`src/julian_day_to_calendar_date_defines.svh`:
```
// Assertion macros shared by the date converter RTL.
// Included by modules that carry concurrent checks; no other dependencies.
`ifndef JULIAN_DAY_TO_CALENDAR_DATE_DEFINES_SVH
`define JULIAN_DAY_TO_CALENDAR_DATE_DEFINES_SVH

// Same-cycle implication, disabled while reset is asserted.
`define JDTCD_ASSERT_IMPL(label, clk, rst_n, ante, cons) \
    label: assert property (@(posedge clk) disable iff (!rst_n) (ante) |-> (cons)) \
        else $error("jdtcd assertion failed");

// Next-cycle implication, disabled while reset is asserted.
`define JDTCD_ASSERT_NEXT(label, clk, rst_n, ante, cons) \
    label: assert property (@(posedge clk) disable iff (!rst_n) (ante) |=> (cons)) \
        else $error("jdtcd assertion failed");

`endif

```
`src/jdtcd_pkg.sv`:
```
// Types and constants for the modified Julian date to calendar converter.
// No dependencies; imported by jdtcd_date, jdtcd_time, the top module and the testbench.
package jdtcd_pkg;

    typedef struct packed {
        logic signed [20:0] mjd_day;
        logic [31:0]        day_fraction;
    } jdtcd_in_t;

    typedef struct packed {
        logic signed [13:0] year;
        logic [3:0]         month;
        logic [4:0]         day_of_month;
        logic [4:0]         hour;
        logic [5:0]         minute;
        logic [5:0]         second_whole;
        logic [15:0]        second_fraction;
    } jdtcd_out_t;

    typedef struct packed {
        logic signed [13:0] year;
        logic [3:0]         month;
        logic [4:0]         day_of_month;
    } jdtcd_date_t;

    typedef struct packed {
        logic [4:0]  hour;
        logic [5:0]  minute;
        logic [5:0]  second_whole;
        logic [15:0] second_fraction;
    } jdtcd_time_t;

    localparam logic signed [22:0] MJD_TO_JDN      = 23'sd2400001;
    localparam logic [21:0]        GREGORIAN_START = 22'd2299161;
    localparam logic [16:0]        SECONDS_PER_DAY = 17'd86400;

    // Cycles from accepted transfer to registered result of each path.
    localparam int DATE_LATENCY = 12;
    localparam int TIME_LATENCY = 8;

    // floor(30.6001 * e) for the month index e of the Meeus method.
    function automatic logic [8:0] month_start(input logic [3:0] e);
        logic [8:0] offset;
        case (e)
            4'd0:    offset = 9'd0;
            4'd1:    offset = 9'd30;
            4'd2:    offset = 9'd61;
            4'd3:    offset = 9'd91;
            4'd4:    offset = 9'd122;
            4'd5:    offset = 9'd153;
            4'd6:    offset = 9'd183;
            4'd7:    offset = 9'd214;
            4'd8:    offset = 9'd244;
            4'd9:    offset = 9'd275;
            4'd10:   offset = 9'd306;
            4'd11:   offset = 9'd336;
            4'd12:   offset = 9'd367;
            4'd13:   offset = 9'd397;
            4'd14:   offset = 9'd428;
            4'd15:   offset = 9'd459;
            default: offset = 9'd0;
        endcase
        return offset;
    endfunction

endpackage

```
`src/jdtcd_const_div.sv`:
```
// Two-stage unsigned divider by a constant: reciprocal estimate, then one correction.
// Standalone; used by the date and time-of-day paths.
module jdtcd_const_div #(
    parameter int WIDTH          = 24,
    parameter int DIVISOR        = 3,
    parameter int QUOTIENT_WIDTH = 8
) (
    input  logic                      clk,
    input  logic [WIDTH-1:0]          dividend,
    output logic [QUOTIENT_WIDTH-1:0] quotient
);

    // floor(2^WIDTH / DIVISOR): the estimate is low by at most one
    localparam logic [WIDTH-1:0] RECIP = WIDTH'((64'd1 << WIDTH) / DIVISOR);
    localparam logic [WIDTH-1:0] DIV_W = WIDTH'(DIVISOR);

    logic [2*WIDTH-1:0]        product;
    logic [WIDTH-1:0]          dividend_reg;
    logic [QUOTIENT_WIDTH-1:0] estimate_reg;
    logic [QUOTIENT_WIDTH-1:0] estimate_next;
    logic [WIDTH-1:0]          remainder;
    logic [QUOTIENT_WIDTH-1:0] quotient_reg;
    logic [QUOTIENT_WIDTH-1:0] quotient_next;

    assign product       = (2*WIDTH)'(dividend) * (2*WIDTH)'(RECIP);
    assign estimate_next = product[WIDTH +: QUOTIENT_WIDTH];

    always_ff @(posedge clk)
    begin
        dividend_reg <= dividend;
        estimate_reg <= estimate_next;
    end

    assign remainder     = dividend_reg - (WIDTH'(estimate_reg) * DIV_W);
    assign quotient_next = estimate_reg + QUOTIENT_WIDTH'(remainder >= DIV_W);

    always_ff @(posedge clk)
    begin
        quotient_reg <= quotient_next;
    end

    assign quotient = quotient_reg;

endmodule

```
`src/jdtcd_date.sv`:
```
// Calendar date path: MJD day count to year, month and day by the Meeus method.
// Depends on jdtcd_pkg and three jdtcd_const_div units.
module jdtcd_date (
    input  logic                  clk,
    input  logic signed [20:0]    mjd_day,
    output jdtcd_pkg::jdtcd_date_t date
);
    import jdtcd_pkg::*;

    // stage 1: Julian day number and calendar select
    logic signed [22:0] jdn_sum;
    logic [21:0]        jdn1_reg;
    logic               greg1_reg;
    logic [23:0]        x1_next;

    assign jdn_sum = $signed({{2{mjd_day[20]}}, mjd_day}) + MJD_TO_JDN;

    always_ff @(posedge clk)
    begin
        jdn1_reg  <= jdn_sum[21:0];
        greg1_reg <= (jdn_sum[21:0] >= GREGORIAN_START);
    end

    // 4*jdn - 7468865 over 146097 gives the century correction alpha
    assign x1_next = greg1_reg ? ({jdn1_reg, 2'b00} - 24'd7468865) : 24'd0;

    logic [5:0] alpha;

    jdtcd_const_div #(.WIDTH(24), .DIVISOR(146097), .QUOTIENT_WIDTH(6)) u_div_alpha (
        .clk      (clk),
        .dividend (x1_next),
        .quotient (alpha)
    );

    logic [21:0] jdn2_reg, jdn3_reg;
    logic        greg2_reg, greg3_reg;

    always_ff @(posedge clk)
    begin
        jdn2_reg  <= jdn1_reg;
        jdn3_reg  <= jdn2_reg;
        greg2_reg <= greg1_reg;
        greg3_reg <= greg2_reg;
    end

    // stage 4: b = a + 1524
    logic [21:0] a_next;
    logic [21:0] b4_reg;

    assign a_next = greg3_reg
                  ? (jdn3_reg + 22'd1 + 22'(alpha) - 22'(alpha[5:2]))
                  : jdn3_reg;

    always_ff @(posedge clk)
    begin
        b4_reg <= a_next + 22'd1524;
    end

    // stage 5: 100*b - 12210 for the year count
    logic [28:0] x2_5_reg;
    logic [21:0] b5_reg;

    always_ff @(posedge clk)
    begin
        x2_5_reg <= (29'(b4_reg) * 29'd100) - 29'd12210;
        b5_reg   <= b4_reg;
    end

    logic [13:0] c_q;

    jdtcd_const_div #(.WIDTH(29), .DIVISOR(36525), .QUOTIENT_WIDTH(14)) u_div_year (
        .clk      (clk),
        .dividend (x2_5_reg),
        .quotient (c_q)
    );

    logic [21:0] b6_reg, b7_reg;

    always_ff @(posedge clk)
    begin
        b6_reg <= b5_reg;
        b7_reg <= b6_reg;
    end

    // stage 8: days left after whole years, t = b - floor(365.25*c)
    logic [24:0] d_prod;
    logic [9:0]  t_next;
    logic [9:0]  t8_reg;
    logic [13:0] c8_reg;

    assign d_prod = 25'(c_q) * 25'd1461;
    assign t_next = 10'(b7_reg - 22'(d_prod[24:2]));

    always_ff @(posedge clk)
    begin
        t8_reg <= t_next;
        c8_reg <= c_q;
    end

    // stage 9: scale for the month count
    logic [22:0] x3_9_reg;
    logic [9:0]  t9_reg;
    logic [13:0] c9_reg;

    always_ff @(posedge clk)
    begin
        x3_9_reg <= 23'(t8_reg) * 23'd10000;
        t9_reg   <= t8_reg;
        c9_reg   <= c8_reg;
    end

    logic [3:0] e_q;

    jdtcd_const_div #(.WIDTH(23), .DIVISOR(306001), .QUOTIENT_WIDTH(4)) u_div_month (
        .clk      (clk),
        .dividend (x3_9_reg),
        .quotient (e_q)
    );

    logic [9:0]  t10_reg, t11_reg;
    logic [13:0] c10_reg, c11_reg;

    always_ff @(posedge clk)
    begin
        t10_reg <= t9_reg;
        t11_reg <= t10_reg;
        c10_reg <= c9_reg;
        c11_reg <= c10_reg;
    end

    // stage 12: day, month and year
    logic [3:0]  month_next;
    logic [4:0]  day_next;
    logic [13:0] year_next;
    jdtcd_date_t date_reg;

    assign month_next = (e_q < 4'd14) ? (e_q - 4'd1) : (e_q - 4'd13);
    assign day_next   = 5'(t11_reg - 10'(month_start(e_q)));
    assign year_next  = 14'(c11_reg) - ((month_next > 4'd2) ? 14'd4716 : 14'd4715);

    always_ff @(posedge clk)
    begin
        date_reg.year         <= $signed(year_next);
        date_reg.month        <= month_next;
        date_reg.day_of_month <= day_next;
    end

    assign date = date_reg;

endmodule

```
`src/jdtcd_time.sv`:
```
// Time-of-day path: Q0.FRACTION_BITS day fraction to hour, minute, second, sub-second.
// Depends on jdtcd_pkg and two jdtcd_const_div units.
module jdtcd_time #(
    parameter int FRACTION_BITS = 32
) (
    input  logic                   clk,
    input  logic [31:0]            day_fraction,
    output jdtcd_pkg::jdtcd_time_t tod
);
    import jdtcd_pkg::*;

    localparam int FRAC_W   = (FRACTION_BITS < 32) ? FRACTION_BITS : 32;
    localparam int SCALED_W = FRACTION_BITS + 17;

    // stage 1: drop bits above the binary point
    logic [FRAC_W-1:0] frac_reg;

    always_ff @(posedge clk)
    begin
        frac_reg <= day_fraction[FRAC_W-1:0];
    end

    // stage 2: seconds of the day in fixed point
    logic [SCALED_W-1:0] scaled_reg;

    always_ff @(posedge clk)
    begin
        scaled_reg <= SCALED_W'(frac_reg) * SCALED_W'(SECONDS_PER_DAY);
    end

    logic [16:0] secs;
    logic [15:0] sub;

    assign secs = scaled_reg[FRACTION_BITS +: 17];
    assign sub  = scaled_reg[FRACTION_BITS-16 +: 16];

    logic [4:0] hour_q;

    jdtcd_const_div #(.WIDTH(17), .DIVISOR(3600), .QUOTIENT_WIDTH(5)) u_div_hour (
        .clk      (clk),
        .dividend (secs),
        .quotient (hour_q)
    );

    logic [16:0] secs3_reg, secs4_reg;
    logic [15:0] sub3_reg, sub4_reg;

    always_ff @(posedge clk)
    begin
        secs3_reg <= secs;
        secs4_reg <= secs3_reg;
        sub3_reg  <= sub;
        sub4_reg  <= sub3_reg;
    end

    // stage 5: seconds within the hour
    logic [11:0] rem5_reg;
    logic [4:0]  hour5_reg;
    logic [15:0] sub5_reg;

    always_ff @(posedge clk)
    begin
        rem5_reg  <= 12'(secs4_reg - (17'(hour_q) * 17'd3600));
        hour5_reg <= hour_q;
        sub5_reg  <= sub4_reg;
    end

    logic [5:0] minute_q;

    jdtcd_const_div #(.WIDTH(12), .DIVISOR(60), .QUOTIENT_WIDTH(6)) u_div_minute (
        .clk      (clk),
        .dividend (rem5_reg),
        .quotient (minute_q)
    );

    logic [11:0] rem6_reg, rem7_reg;
    logic [4:0]  hour6_reg, hour7_reg;
    logic [15:0] sub6_reg, sub7_reg;

    always_ff @(posedge clk)
    begin
        rem6_reg  <= rem5_reg;
        rem7_reg  <= rem6_reg;
        hour6_reg <= hour5_reg;
        hour7_reg <= hour6_reg;
        sub6_reg  <= sub5_reg;
        sub7_reg  <= sub6_reg;
    end

    // stage 8: whole seconds
    jdtcd_time_t tod_reg;

    always_ff @(posedge clk)
    begin
        tod_reg.hour            <= hour7_reg;
        tod_reg.minute          <= minute_q;
        tod_reg.second_whole    <= 6'(rem7_reg - (12'(minute_q) * 12'd60));
        tod_reg.second_fraction <= sub7_reg;
    end

    assign tod = tod_reg;

endmodule

```
`src/julian_day_to_calendar_date.sv`:
```
// Converts a modified Julian date (whole days plus Q0.FRACTION_BITS fraction) into
// calendar date and time of day. Each start transfer gives one result, marked by done
// for exactly one cycle; a new transfer can be started every cycle and busy is never
// raised. The date path, which runs three two-stage constant dividers in series
// (century, year, month), is the longer of the two paths. The receiver cannot stall:
// done must be taken in the cycle it appears. Days from Julian day 2299161 on use the
// Gregorian calendar, earlier days the Julian calendar.
// Depends on jdtcd_pkg, jdtcd_date, jdtcd_time and the assertion macros header.
`include "julian_day_to_calendar_date_defines.svh"

module julian_day_to_calendar_date #(
    parameter int FRACTION_BITS = 32
) (
    input  logic                   clk,
    input  logic                   rst_n,
    input  logic                   start,
    output logic                   busy,
    input  jdtcd_pkg::jdtcd_in_t   request,
    output logic                   done,
    output jdtcd_pkg::jdtcd_out_t  result
);
    import jdtcd_pkg::*;

    localparam int PAD_DEPTH = DATE_LATENCY - TIME_LATENCY;

    logic accept;

    assign busy   = 1'b0;
    assign accept = start && !busy;

    // valid bits travel alongside both paths
    logic [DATE_LATENCY-1:0] valid_reg;
    logic [DATE_LATENCY-1:0] valid_next;

    assign valid_next = {valid_reg[DATE_LATENCY-2:0], accept};

    always_ff @(posedge clk or negedge rst_n)
    begin
        if (!rst_n)
        begin
            valid_reg <= '0;
        end
        else
        begin
            valid_reg <= valid_next;
        end
    end

    jdtcd_date_t date;
    jdtcd_time_t tod;

    jdtcd_date u_date (
        .clk     (clk),
        .mjd_day (request.mjd_day),
        .date    (date)
    );

    jdtcd_time #(.FRACTION_BITS(FRACTION_BITS)) u_time (
        .clk          (clk),
        .day_fraction (request.day_fraction),
        .tod          (tod)
    );

    // hold time-of-day results until the date path catches up
    jdtcd_time_t pad_reg [PAD_DEPTH];

    always_ff @(posedge clk)
    begin
        pad_reg[0] <= tod;
        for (int i = 1; i < PAD_DEPTH; i++)
        begin
            pad_reg[i] <= pad_reg[i-1];
        end
    end

    assign done                   = valid_reg[DATE_LATENCY-1];
    assign result.year            = date.year;
    assign result.month           = date.month;
    assign result.day_of_month    = date.day_of_month;
    assign result.hour            = pad_reg[PAD_DEPTH-1].hour;
    assign result.minute          = pad_reg[PAD_DEPTH-1].minute;
    assign result.second_whole    = pad_reg[PAD_DEPTH-1].second_whole;
    assign result.second_fraction = pad_reg[PAD_DEPTH-1].second_fraction;

    `JDTCD_ASSERT_NEXT(a_transfer_enters, clk, rst_n, accept, valid_reg[0])
    `JDTCD_ASSERT_IMPL(a_month_range, clk, rst_n, done, result.month >= 4'd1 && result.month <= 4'd12)
    `JDTCD_ASSERT_IMPL(a_day_nonzero, clk, rst_n, done, result.day_of_month != 5'd0)
    `JDTCD_ASSERT_IMPL(a_time_range, clk, rst_n, done, result.hour <= 5'd23 && result.minute <= 6'd59 && result.second_whole <= 6'd59)

endmodule

```
`config.mk`:
```
export PLATFORM = sky130hd
export DESIGN_NAME = julian_day_to_calendar_date
export DESIGN_NICKNAME = d
export VERILOG_FILES = /design/src/jdtcd_pkg.sv /design/src/jdtcd_const_div.sv /design/src/jdtcd_date.sv /design/src/jdtcd_time.sv /design/src/julian_day_to_calendar_date.sv
export VERILOG_INCLUDE_DIRS = /design/src /design/src/src
export SDC_FILE = /design/constraint.sdc
export NUM_CORES = 2
export LEC_CHECK = 0
export BUFFER_PORTS_ARGS = -buffer_cell sky130_fd_sc_hd__buf_2
export CORE_ASPECT_RATIO = 1.5
export CORE_MARGIN = 3
export CORE_UTILIZATION = 64
export CTS_CLUSTER_SIZE = 8
export DETAILED_ROUTE_END_ITERATION = 8
export GPL_TIMING_DRIVEN = 1
export PLACE_DENSITY = 0.92
export REMOVE_ABC_BUFFERS = 1
export SLEW_MARGIN = 20
export SYNTH_ARGS = -nofsm -noshare
export SYNTH_HDL_FRONTEND = slang
export SYNTH_SLANG_ARGS = --single-unit
```
`constraint.sdc`:
```
create_clock -name clk -period 7.71 [get_ports clk]
set_clock_uncertainty 0.05 [all_clocks]
set_input_delay 1.542 -clock clk [delete_from_list [all_inputs] [get_ports clk]]
set_output_delay 1.542 -clock clk [all_outputs]
set_load 0.005 [all_outputs]
```
==> qor.yml <==
setup_path:
  crit_top_cell: "fa_1"
  start_kind: "flip-flop"
  reg2reg_slack_ps: 350
  cp-end-kind: "flip-flop"
  cp_top_family: "adder cells"
  cp_max_fo: 6
  required_ps: 8220
  r2r_start: "u_date.u_div_year.estimate_reg[1]"
  path_class: "flip-flop to flip-flop"
  arrival_ps: 7870
  cp.buffers_inverters: 3
  worst_r2r_path_depth: 26
  slowest_stage: "fa_1"
  cpPeakStageDelay_ps: 550
  reg2reg_to: "u_date.u_div_year.quotient[12]"
detailed_routing:
  drc: 0
  drtAntennaViolNets: 0
  wl_per_cell_um: 17.0
  vias: 35600
  drtPass1Iterations: 6
  routed_wl_mm: 110
  drtIter0Drc: 1570
  viasPerCell: 5.49
die:
  die_h_um: 359
  die_w_um: 242
  initial_core_util: 0.646
  die_area_mm2: 0.0868
  core_mm2: 0.0825
  ios: 114
  rows: 129
worst_hold_path:
  hold_start: "u_date.jdn2_reg[5]"
  min_path_cells: 0
  whs_endpoint: "u_date.jdn3_reg[5]"
  holdCritPathClass: "flip-flop to flip-flop"
grt:
  grt-ovfl-total: 0
  grt_pass1_wl_mm: 185
  grt_pass1_vias: 39500
  grt_start_max_net_pins: 43
  grt_usage: 0.259
  antenna_found_initial: 0
timing:
  min_period_over_period: 0.955
  min_period_ps: 7360
  final_max_slew_viol_count: 0
  hold_viol_final: 0
  max_freq_mhz: 136
  tightest_slew_ps: 777
  rsz0062_at_grt: "no"
  slew-limit-headroom: 0.475
  fin_setup_tns_ps: 0
  setup_viol: 0
placement:
  dp_hpwl_mm: 85.0
  finalWeightedCongestion: 0.925
  dp.cells: 6347
  io_buffers: 112
synthesis:
  seq_area_frac_synth: 0.302
  synth.cell_area_mm2: 0.0533
  ys.flop_type: "dfxtp_1"
  synth_cells: 5132
  synth_edf_count: 0
  synth_cell_types: 86
  syn_area_per_cell_um2: 10.4
  synthArstFlopShare: 0.0150
  yosys_warnings: 0
  ys_ff_latch: 802
final_layout:
  final_core_util: 0.707
  layout.nets: 6846
  area_growth_pct: 9.37
  stdcell_count: 6474
  n_antenna_cell: 0
  drive_gt1_frac: 0.0533
  largest_reg_flops: 132
cts:
  clock_latency_ps: 700
  cts_made_buffers: 111
  post_cts_buffers: 0
  cts_tree: "done"
  clkTransAtPathRegs_ps: 50
  cts_max_level: 3
  clockRootBuffer: "clkbuf_16"
  clockBufferDepth: 3
  numClockSinks: 802
run_status:
  status: "complete, no violations"
flow_run:
  cap_violations: 0
worst max-delay path by stage:
stage | start | cells after the start | to
after floorplan | u_date.u_div_year.estimate_reg[3] | 28 | u_date.u_div_year.quotient[12]
after global placement | u_date.u_div_year.estimate_reg[0] | 26 | u_date.u_div_year.quotient[12]
after detailed placement | u_date.u_div_year.estimate_reg[0] | 26 | u_date.u_div_year.quotient[12]
after CTS | u_date.u_div_year.estimate_reg[0] | 26 | u_date.u_div_year.quotient[12]
after global routing | u_date.u_div_year.estimate_reg[1] | 30 | u_date.u_div_year.quotient[13]
final | u_date.u_div_year.estimate_reg[1] | 26 | u_date.u_div_year.quotient[12]
cell families (layout without fill, tap and decap cells):
| family | Yosys count | count (layout) | share of synthesized area |
|---|---|---|---|
| AOI/OAI and AO/OA | 681 | 681 | 0.0839 |
| xor gates and xnor gates | 340 | 340 | 0.0559 |
| adders and majority gates | 1443 | 1443 | 0.410 |
| buffers and inverters | 1197 | 1426 | 0.0845 |
| DFF | 802 | 802 | 0.302 |
| muxes | 13 | 13 | 0.00251 |
| other | 1 | 1 | 0.0000704 |
| and+or+nand+nor | 655 | 655 | 0.0611 |
synth_stat cells, drive strengths merged (8+ instances only):
cell type / n / area, µm²
and2: 12 / 75.1
a2111oi: 13 / 135
xor2: 120 / 1050
nor2b: 32 / 200
a211o: 11 / 97.6
nor2: 164 / 616
xnor2: 220 / 1930
o31ai: 11 / 82.6
dfxtp: 790 / 15800
ha: 940 / 11800
a31oi: 19 / 119
nand2b: 37 / 231
nand3b: 8 / 60.1
or3: 17 / 106
a21boi: 15 / 113
mux2i: 10 / 100
o2111ai: 12 / 105
nor4: 11 / 98.8
clkbuf: 18 / 67.6
a21oi: 185 / 930
or2: 15 / 93.8
dfrtp: 12 / 300
o21a: 42 / 315
and3: 23 / 145
nand4: 23 / 144
nand2: 161 / 607
o211ai: 30 / 225
o21bai: 30 / 225
a21o: 98 / 736
nand3: 59 / 295
inv: 1173 / 4400
nor3: 58 / 290
a211oi: 24 / 185
nor3b: 10 / 75.1
o21ai: 130 / 651
fa: 503 / 10100
metrics by stage:
step	hold slack (ps)	setup WS [ps]	area, µm²
finish	241	349	58300
global route	244	56.5	58300
CTS	238	196	58300
detailed placement	262	226	55200
global placement	261	422	55200
floorplan	260	868	53200
layer usage:
metal / track usage / wire length [µm]
met2: 0.507 / 60600
met4: 0.156 / 6950
met5: 0 / 0
met1: 0.252 / 38200
met3: 0.0395 / 4130
final cells by class:
cell class	count	area, µm²
multi-input cells	3133	32700
fillers	5484	24200
repair buffers	125	658
clock buffers	119	2840
clock inverters	8	184
flip-flops and latches	802	16100
well taps	1113	1390
inverters	1174	4410
cell usage in the layout (no fill, tap or decap), types with 17 or more instances in the layout:
cell type  count
a31oi_1       19
nand4_1       23
or3_1         17
o21ai_0      112
buf_2        112
a21o_1        98
nor2b_1       32
dfxtp_1      789
clkbuf_16    112
o21bai_1      30
o21a_1        42
a211oi_1      23
nand2b_1      37
o21ai_1       18
nand2_1      160
xnor2_1      220
a21oi_1      184
and3_1        22
o211ai_1      30
nor3_1        57
inv_1       1173
nor2_1       164
ha_1         940
fa_1         503
xor2_1       120
nand3_1       59
repair_timing:
item / CTS / global route
gates resized for setup: 0 / 3
hold buffers: 0 / 0
setup endpoints to repair: 0 / 2
Power is not shown: default switching activity piles up to over one toggle a cycle in this logic, so the estimate is an artifact.
